File: config.mk
export PLATFORM = sky130hd
export DESIGN_NAME = audio_ring_block_feeder_unit
export DESIGN_NICKNAME = d
export VERILOG_FILES = /design/src/hw/rtl/arbf_pkg.sv /design/src/hw/rtl/arbf_ctrl.sv /design/src/hw/rtl/arbf_dpath.sv /design/src/hw/rtl/audio_ring_block_feeder_unit.sv
export SDC_FILE = /design/constraint.sdc
export NUM_CORES = 1
export LEC_CHECK = 0
export BUFFER_PORTS_ARGS = -buffer_cell sky130_fd_sc_hd__buf_4
export CAP_MARGIN = 20
export CORE_MARGIN = 2
export CORE_UTILIZATION = 35
export CTS_BUF_LIST = sky130_fd_sc_hd__clkbuf_2 sky130_fd_sc_hd__clkbuf_4 sky130_fd_sc_hd__clkbuf_8
export DETAILED_ROUTE_END_ITERATION = 8
export PLACE_DENSITY_LB_ADDON = 0.2
export SLEW_MARGIN = 30
export SYNTH_ARGS = -nofsm -noshare
export SYNTH_HDL_FRONTEND = slang
export SYNTH_SLANG_ARGS = --single-unit
File: constraint.sdc
create_clock -name clk -period 7.05 [get_ports clk]
set_input_delay 0.705 -clock clk [delete_from_list [all_inputs] [get_ports clk]]
set_output_delay 0.705 -clock clk [all_outputs]
set_load 0.02 [all_outputs]
File: src/hw/rtl/arbf_pkg.sv
// ----------------------------------------------------------------------------
// arbf_pkg
// Shared constants, types and helpers for the audio ring block feeder.
// ----------------------------------------------------------------------------
package arbf_pkg;

  localparam int unsigned RING_PAIRS  = 2048;
  localparam int unsigned BLOCK_PAIRS = 256;
  localparam int unsigned MAX_BLOCKS  = 32;

  localparam int unsigned SLOT_W  = $clog2(RING_PAIRS);
  localparam int unsigned FILL_W  = $clog2(RING_PAIRS + 1);
  localparam int unsigned BLK_W   = $clog2(MAX_BLOCKS);
  localparam int unsigned NB_W    = BLK_W + 1;
  localparam int unsigned CNT_W   = 32;
  localparam int unsigned KIND_W  = 2;
  localparam int unsigned IDATA_W = 8;
  localparam int unsigned ODATA_W = 168;

  localparam logic [FILL_W-1:0] RING_FULL  = FILL_W'(RING_PAIRS);
  localparam logic [FILL_W-1:0] BLOCK_FILL = FILL_W'(BLOCK_PAIRS);
  localparam logic [SLOT_W-1:0] BLOCK_STEP = SLOT_W'(BLOCK_PAIRS);

  typedef enum logic [KIND_W-1:0] {
    KIND_STORED  = 2'd0,
    KIND_DROPPED = 2'd1,
    KIND_RING    = 2'd2,
    KIND_SILENCE = 2'd3
  } kind_t;

  // Controller to datapath
  typedef struct packed {
    logic load;       // latch the accepted word
    logic push;       // apply a push and load its result
    logic serv_step;  // emit one descriptor
  } arbf_cmd_t;

  // Datapath to controller
  typedef struct packed {
    logic out_free;   // output register can take a result this cycle
    logic stop_now;   // no descriptor due at service start
    logic stop_next;  // the descriptor being emitted is the final one
  } arbf_stat_t;

  // Decode the configured block count to a power of two
  function automatic logic [NB_W-1:0] block_count(input logic [NB_W-1:0] cfg);
    logic [NB_W-1:0] nb;
    if (cfg >= NB_W'(32)) begin
      nb = NB_W'(32);
    end else if (cfg >= NB_W'(16)) begin
      nb = NB_W'(16);
    end else begin
      nb = NB_W'(8);
    end
    return nb;
  endfunction

endpackage

File: src/hw/rtl/arbf_ctrl.sv
// ----------------------------------------------------------------------------
// arbf_ctrl
// Sequencer for push and service words of the audio ring block feeder.
// ----------------------------------------------------------------------------
module arbf_ctrl (
  input  logic                clk,
  input  logic                rst_n,
  input  logic                in_tvalid,
  input  logic                in_mode,
  output logic                in_tready,
  input  arbf_pkg::arbf_stat_t stat,
  output arbf_pkg::arbf_cmd_t  cmd
);
  import arbf_pkg::*;

  typedef enum logic [1:0] {
    S_IDLE,
    S_PUSH,
    S_CHECK,
    S_SERV
  } state_t;

  state_t state_r;
  state_t state_nxt;

  assign in_tready = (state_r == S_IDLE);

  always_comb begin
    state_nxt     = state_r;
    cmd           = '0;
    unique case (state_r)
      S_IDLE: begin
        if (in_tvalid) begin
          cmd.load  = 1'b1;
          state_nxt = in_mode ? S_CHECK : S_PUSH;
        end
      end
      S_PUSH: begin
        if (stat.out_free) begin
          cmd.push  = 1'b1;
          state_nxt = S_IDLE;
        end
      end
      S_CHECK: begin
        state_nxt = stat.stop_now ? S_IDLE : S_SERV;
      end
      S_SERV: begin
        if (stat.out_free) begin
          cmd.serv_step = 1'b1;
          if (stat.stop_next) begin
            state_nxt = S_IDLE;
          end
        end
      end
      default: state_nxt = S_IDLE;
    endcase
  end

  always_ff @(posedge clk) begin
    if (!rst_n) begin
      state_r <= S_IDLE;
    end else begin
      state_r <= state_nxt;
    end
  end

endmodule

File: src/hw/rtl/arbf_dpath.sv
// ----------------------------------------------------------------------------
// arbf_dpath
// Ring pointers, statistics counters and the result register.
// ----------------------------------------------------------------------------
module arbf_dpath (
  input  logic                             clk,
  input  logic                             rst_n,
  input  logic                             cfg_wr_en,
  input  logic [arbf_pkg::NB_W-1:0]        cfg_wr_data,
  input  logic                             in_frame_last,
  input  logic                             in_mode,
  input  logic [arbf_pkg::BLK_W-1:0]       in_play_blk,
  input  arbf_pkg::arbf_cmd_t              cmd,
  output arbf_pkg::arbf_stat_t             stat,
  input  logic                             out_tready,
  output logic                             out_tvalid,
  output logic                             out_tlast,
  output logic [arbf_pkg::KIND_W-1:0]      out_kind,
  output logic [arbf_pkg::ODATA_W-1:0]     out_data
);
  import arbf_pkg::*;

  logic [NB_W-1:0]   nblk_cfg_r;
  logic [SLOT_W-1:0] head_r, tail_r;
  logic [FILL_W-1:0] held_r, peak_r;
  logic              drop_r, flast_r;
  logic [BLK_W-1:0]  nbk_r, rb_r;
  logic [NB_W-1:0]   k_r;
  logic [CNT_W-1:0]  ovf_r, sil_r, bdone_r, frames_r;

  logic              out_valid_r, out_last_r;
  logic [KIND_W-1:0] out_kind_r;
  logic [SLOT_W-1:0] out_slot_r;
  logic [BLK_W-1:0]  out_blk_r;

  logic [NB_W-1:0]   nb;
  logic [BLK_W-1:0]  mask;
  logic [NB_W-1:0]   ahead_lim;
  logic [BLK_W-1:0]  ahead, nbk1, ahead1;
  logic              have_block;
  logic [FILL_W-1:0] held1;
  logic [CNT_W-1:0]  bdone1;

  logic              full, store, ovf_hit;
  logic [FILL_W-1:0] held_p;

  // Block ring geometry
  assign nb        = block_count(nblk_cfg_r);
  assign mask      = BLK_W'(nb - NB_W'(1));
  assign ahead_lim = nb - NB_W'(2);
  assign ahead     = (nbk_r - rb_r) & mask;
  assign have_block = (held_r >= BLOCK_FILL);

  // State after the descriptor now being emitted
  assign nbk1   = (nbk_r + BLK_W'(1)) & mask;
  assign ahead1 = (nbk1 - rb_r) & mask;
  assign held1  = have_block ? held_r - BLOCK_FILL : held_r;
  assign bdone1 = bdone_r + CNT_W'(1);

  assign stat.out_free  = !out_valid_r || out_tready;
  assign stat.stop_now  = ({1'b0, ahead} >= ahead_lim) ||
                          (!have_block && (bdone_r != '0));
  assign stat.stop_next = ((k_r + NB_W'(1)) == nb) ||
                          ({1'b0, ahead1} >= ahead_lim) ||
                          ((held1 < BLOCK_FILL) && (bdone1 != '0));

  // Push decisions
  assign full    = (held_r >= RING_FULL);
  assign store   = !drop_r && !full;
  assign ovf_hit = !drop_r && full;
  assign held_p  = held_r + FILL_W'(store);

  always_ff @(posedge clk) begin
    if (!rst_n) begin
      nblk_cfg_r  <= NB_W'(8);
      head_r      <= '0;
      tail_r      <= '0;
      held_r      <= '0;
      drop_r      <= 1'b0;
      nbk_r       <= '0;
      peak_r      <= '0;
      ovf_r       <= '0;
      sil_r       <= '0;
      bdone_r     <= '0;
      frames_r    <= '0;
      out_valid_r <= 1'b0;
    end else begin
      if (cfg_wr_en) begin
        nblk_cfg_r <= cfg_wr_data;
      end
      if (cmd.load && in_mode) begin
        nbk_r <= nbk_r & mask;
      end
      if (cmd.push) begin
        if (store) begin
          tail_r <= tail_r + SLOT_W'(1);
        end
        held_r <= held_p;
        if (ovf_hit) begin
          ovf_r <= ovf_r + CNT_W'(1);
        end
        if (flast_r) begin
          frames_r <= frames_r + CNT_W'(1);
          if (held_p > peak_r) begin
            peak_r <= held_p;
          end
          drop_r <= 1'b0;
        end else if (ovf_hit) begin
          drop_r <= 1'b1;
        end
      end
      if (cmd.serv_step) begin
        if (have_block) begin
          head_r <= head_r + BLOCK_STEP;
        end else begin
          sil_r <= sil_r + CNT_W'(1);
        end
        held_r  <= held1;
        nbk_r   <= nbk1;
        bdone_r <= bdone1;
      end
      if (cmd.push || cmd.serv_step) begin
        out_valid_r <= 1'b1;
      end else if (out_tready) begin
        out_valid_r <= 1'b0;
      end
    end
  end

  // Payload registers
  always_ff @(posedge clk) begin
    if (cmd.load) begin
      flast_r <= in_frame_last;
      rb_r    <= in_play_blk & mask;
      k_r     <= '0;
    end
    if (cmd.push) begin
      out_kind_r <= store ? KIND_STORED : KIND_DROPPED;
      out_slot_r <= store ? tail_r : '0;
      out_blk_r  <= '0;
      out_last_r <= 1'b1;
    end
    if (cmd.serv_step) begin
      out_kind_r <= have_block ? KIND_RING : KIND_SILENCE;
      out_slot_r <= have_block ? head_r : '0;
      out_blk_r  <= nbk_r;
      out_last_r <= stat.stop_next;
      k_r        <= k_r + NB_W'(1);
    end
  end

  assign out_tvalid = out_valid_r;
  assign out_tlast  = out_last_r;
  assign out_kind   = out_kind_r;
  // Counters and fill are live state: they only change when a new result loads
  assign out_data   = {frames_r, bdone_r, sil_r, ovf_r, peak_r, held_r,
                       out_blk_r, out_slot_r};

endmodule

File: src/hw/rtl/audio_ring_block_feeder_unit.sv
// ----------------------------------------------------------------------------
// audio_ring_block_feeder_unit
// Sample-pair ring controller that feeds a ring of playback blocks.
// ----------------------------------------------------------------------------
// A push word (in_tuser low) books one stereo pair into the ring and yields one
// result word from the push state that follows acceptance; a full ring counts
// one overflow and drops the rest of that frame up to in_tlast. A service word
// (in_tuser high) carries the block the player reads and yields from none up to
// two fewer than the decoded block count of descriptor words, one per cycle
// while the output is not stalled, after a check state, each either a copy of
// BLOCK_PAIRS pairs from the ring head or a silence block; out_tlast marks the
// final word of a service and every push result. One word is worked on at a
// time: in_tready rises again once the final result is loaded into the output
// register, or once the check finds no descriptor due. A stalled output holds
// the sequencer. The pair payload lives in an external memory addressed by
// the ring slot in each result word. Write cfg_wr_data only while the unit is
// idle; 32 and above selects 32 blocks, 16 to 31 selects 16, below that 8.
// ----------------------------------------------------------------------------
module audio_ring_block_feeder_unit (
  input  logic                          clk,
  input  logic                          rst_n,
  // Configuration: num_blocks
  input  logic                          cfg_wr_en,
  input  logic [arbf_pkg::NB_W-1:0]     cfg_wr_data,
  // Input words
  input  logic                          in_tvalid,
  output logic                          in_tready,
  input  logic [arbf_pkg::IDATA_W-1:0]  in_tdata,  // [4:0] player block, rest zero
  input  logic                          in_tuser,  // [0] mode
  input  logic                          in_tlast,  // frame_last
  // Result words
  output logic                          out_tvalid,
  input  logic                          out_tready,
  // [10:0] ring_slot, [15:11] block_index, [27:16] fill_level,
  // [39:28] worst_fill, [71:40] overflow_count, [103:72] silence_count,
  // [135:104] blocks_count, [167:136] frames_count
  output logic [arbf_pkg::ODATA_W-1:0]  out_tdata,
  output logic [arbf_pkg::KIND_W-1:0]   out_tuser, // [1:0] kind
  output logic                          out_tlast  // last
);
  import arbf_pkg::*;

  arbf_cmd_t  cmd;
  arbf_stat_t stat;

  // Sequencer: one word at a time, waits on the output register
  arbf_ctrl u_ctrl (
    .clk       (clk),
    .rst_n     (rst_n),
    .in_tvalid (in_tvalid),
    .in_mode   (in_tuser),
    .in_tready (in_tready),
    .stat      (stat),
    .cmd       (cmd)
  );

  // Pointers, counters and the result register
  arbf_dpath u_dpath (
    .clk           (clk),
    .rst_n         (rst_n),
    .cfg_wr_en     (cfg_wr_en),
    .cfg_wr_data   (cfg_wr_data),
    .in_frame_last (in_tlast),
    .in_mode       (in_tuser),
    .in_play_blk   (in_tdata[BLK_W-1:0]),
    .cmd           (cmd),
    .stat          (stat),
    .out_tready    (out_tready),
    .out_tvalid    (out_tvalid),
    .out_tlast     (out_tlast),
    .out_kind      (out_tuser),
    .out_data      (out_tdata)
  );

`ifndef NO_ASSERTIONS
  // Fill level never exceeds ring capacity
  a_fill_bound: assert property (@(posedge clk) disable iff (!rst_n)
    out_tvalid |-> (out_tdata[27:16] <= RING_FULL))
    else $error("fill level beyond ring capacity");

  // A push yields exactly one word, so stored or dropped results are final
  a_push_last: assert property (@(posedge clk) disable iff (!rst_n)
    (out_tvalid && (out_tuser == KIND_STORED || out_tuser == KIND_DROPPED))
      |-> out_tlast)
    else $error("push result without last");

  // Dropped pairs and silence blocks carry no ring slot
  a_slot_zero: assert property (@(posedge clk) disable iff (!rst_n)
    (out_tvalid && (out_tuser == KIND_DROPPED || out_tuser == KIND_SILENCE))
      |-> (out_tdata[10:0] == '0))
    else $error("non-zero slot on drop or silence");

  // No word is accepted while the sequencer still owes results
  a_accept_idle: assert property (@(posedge clk) disable iff (!rst_n)
    (in_tvalid && in_tready) |=> !in_tready)
    else $error("accepted a word while busy");
`endif

endmodule
==> key figures <==
Critical path
  – WP data required: between 7 and 8 ns
  – Crit start category: register
  – Crit path kind: reg -> reg
  – Crit path DAT: 4.63 ns
  – CP Max Fanout: 22
  – FF-to-FF path depth: 15
  – Setup crit end kind: register

Global routing
  – Congestion Overflow GR: 0
  – Initial antenna violation count: 0
  – First-pass GRT wire length: 43.4 mm
  – Vias in the first global route: 8583
  – Largest net degree at the start of global routing: just under 90
  – Tot GR Track Use: 17.0%

Clocking
  – CTS tree: done
  – Clock Latency Late Sink: about 0.53 ns
  – CTS-repair resized insts: 0
  – Cts hold-fix bufs: 0
  – H-tree Lvls: 2
  – TritonCTS Buffers: 40
  – Clk Tree Root Cell: clkbuf_8
  – Post-CTS setup buffer count: 0
  – Clk slew on worst S/H paths: 0.06 ns
  – CTS Sinks: 208
  – CTS Buffer Depth: 3

STA
  – Max Clock Freq: 235 MHz
  – Min Tclk post-route: 4.25 ns
  – Final Setup Violations: 0
  – Slew at the pin closest to its max-slew limit: 0.925 ns
  – Final hold violations: 0
  – Final Max Slew Viols: 0
  – Final worst path period share: 60.3%
  – RSZ-0062 raised after global routing: false
  – Worst Skew: approximately 0.025 ns
  – Worst slew margin: about two fifths
  – Setup_tns: 0 ns

Hold path
  – Hold Crit Class: in -> reg
  – Worst hold stages: 1

Yosys
  – Ys async rst share: 0%
  – Yosys reg bits: between 200 and 250
  – Post-Synth Adder-Cell Area: 4.84%
  – Top cells by area, synth: dfxtp_1, edfxtp_1, xor2_1, nor2_1, xnor2_1
  – Multiplexer share of the synthesized area: 1.17%
  – Most frequent cell after synthesis: dfxtp_1
  – Synth Area in Compound Gates: ~8.6%
  – Ys flop type: dfxtp_1
  – Cells after Synth: 1183
  – Syn_nets: 1243
  – Area leader, netlist: dfxtp_1
  – Synth Area in XOR/XNOR: between 10 and 15%
  – Post-synth EDFFs: 31
  – Yosys warnings: 0
  – Sequential share of the synthesized area: 43.0%
  – Synth Area in Simple Gates: 26.8%
  – Yosys cell types: 64
  – Synth Area per Inst: 8.79 um2
  – Top cells by instance count after synthesis: dfxtp_1, nor2_1, nand2_1
  – Post-Syn Area: about 10000 um2
  – Synth top area share: around 34%
  – Main combinational cell family by area after synthesis: simple AND/OR/NAND/NOR gates

Run status
  – Status: complete, no violations

Route
  – Number of detailed-route iterations in the first pass: 4
  – Post-route ant nets: 0
  – DR vias/cell: 5.00
  – Drt wl/cell: roughly 15 um
  – Vias: between 8000 and 9000
  – DR DRC count: 0
  – Post-Route WL: between 20 and 30 mm
  – Initial DRC count: 360

Final layout
  – Finished Layout Cells: 1789
  – Share of layout cells above drive strength 1: 20.1%
  – Nets: 1430
  – N_diodes: 0
  – Final core occ: 44.1%
  – Area growth syn-to-layout: 25.1%

Floorplanning
  – IO Count: 194
  – Core box area: 29500 um2
  – Chip height: around 180 um
  – Row count: 63
  – Initial Util: 35.3%
  – Die area: 31100 um2
  – Die W: 176 um

Placement
  – RD Place Congestion: 0.806
  – Port buffer count: 186
  – Placed insts: 1718
  – HPWL Detailed: 18.8 mm

Power and ir drop
  – Leak pwr: 0.00532 uW
  – Worst VDD drop: about 0.14 mV
  – Pwr dens: 245 nW/um2
  – Total Power: 3190 uW

Job
  – Max_cap viols: 0
==> cells by family (layout without fill, tap and decap cells) <==
group,count (synthesis),after routing
DFF,208,208
adders and majority gates,39,39
AOI/OAI and AO/OA,145,145
buffers and inverters,85,301
muxes,12,12
and+or+nand+nor,546,546
xor gates and xnor gates,148,148
==> sequential cells by signal, indices dropped and copies added, names as in the netlist, 2 cells and up <==
| register | count |
|---|---|
| u_dpath.peak_r | 12 |
| u_dpath.sil_r | 32 |
| u_dpath.k_r | 6 |
| u_dpath.out_slot_r | 11 |
| u_dpath.head_r | 3 |
| u_dpath.out_kind | 2 |
| u_dpath.frames_r | 32 |
| u_dpath.rb_r | 5 |
| u_dpath.bdone_r | 32 |
| u_ctrl.state_r | 2 |
| u_dpath.tail_r | 11 |
| u_dpath.held_r | 12 |
| u_dpath.nbk_r | 5 |
| u_dpath.out_blk_r | 5 |
| u_dpath.nblk_cfg_r | 2 |
| u_dpath.ovf_r | 32 |
==> area by class of cell <==
class / count / area, um2
repair buffers: 192 / 1440
fillers: 2964 / 16500
well taps: 390 / 488
inverters: 38 / 145
multi-input cells: 890 / 5610
clock inverters: 7 / 62.6
clock buffers: 64 / 787
flip-flops and latches: 208 / 4470
==> metal layers <==
metal  track usage, %  routed length (um)  share of wire (%)
met1             22.4               12500                 47
met3             5.15                2000                7.5
met4             6.06                 538                2.0
met5                0                   0                  0
met2             26.4               11700                 44
==> through the flow <==
| step | hold slack (ns) | setup slack (ns) | instance area [um2] |
|---|---|---|---|
| floorplan | 0.467 | 3.11 | 10400 |
| global placement | 0.470 | 2.96 | 12200 |
| detailed placement | 0.475 | 2.85 | 12200 |
| CTS | 0.305 | 2.84 | 13000 |
| global route | 0.315 | 2.39 | 13000 |
| finish | 0.355 | 2.80 | 13000 |
==> layout by cell type, fill, tap and decap left out, drive strengths merged, types with 5 or more instances in the layout <==
cell    instances
buf           192
dfxtp         177
nor2          167
nand2          93
xor2           92
clkbuf         64
nand3          63
xnor2          56
a21oi          50
nand4          41
o21ai          40
and3           38
inv            38
ha             37
edfxtp         31
or3            30
and2           28
nor3           24
nor4           17
and4           15
nor2b          12
a211oi         12
mux2i          11
nand2b          7
a31oi           6
clkinv          6
o21a            5
==> critical path, stage by stage (launching register included) <==
cell and delay, ns:
dfxtp_1 0.43, nor2_1 0.72, ha_1 0.30, ha_1 0.20, nand3_1 0.18, nor2_1 0.31, nand3_1 0.13, xnor2_1 0.30
ha_1 0.30, nand4_1 0.12, nor2_1 0.08, o21a_1 0.12, o41ai_2 0.30, buf_4 0.30, mux2i_1 0.23, nor2_1 0.05
==> path summary, 6_finish.rpt <==
path                      start           endpoint  slack [ns]
max          u_dpath.held_r[11]  u_dpath.peak_r[0]        2.80
min reg2reg   u_dpath.peak_r[6]  u_dpath.peak_r[6]        0.48
min                    in_tlast    u_dpath.flast_r        0.35
max reg2reg  u_dpath.held_r[11]  u_dpath.peak_r[0]        2.80
==> report_power, final <==
part / switching [uW] / leakage [uW] / internal (uW) / total (uW)
Sequential: 60.8 / 0.00172 / 1290 / 1350
Clock: 508 / 0.000457 / 742 / 1250
Combinational: 364 / 0.00314 / 223 / 587
(Power assumes the default switching activity.)
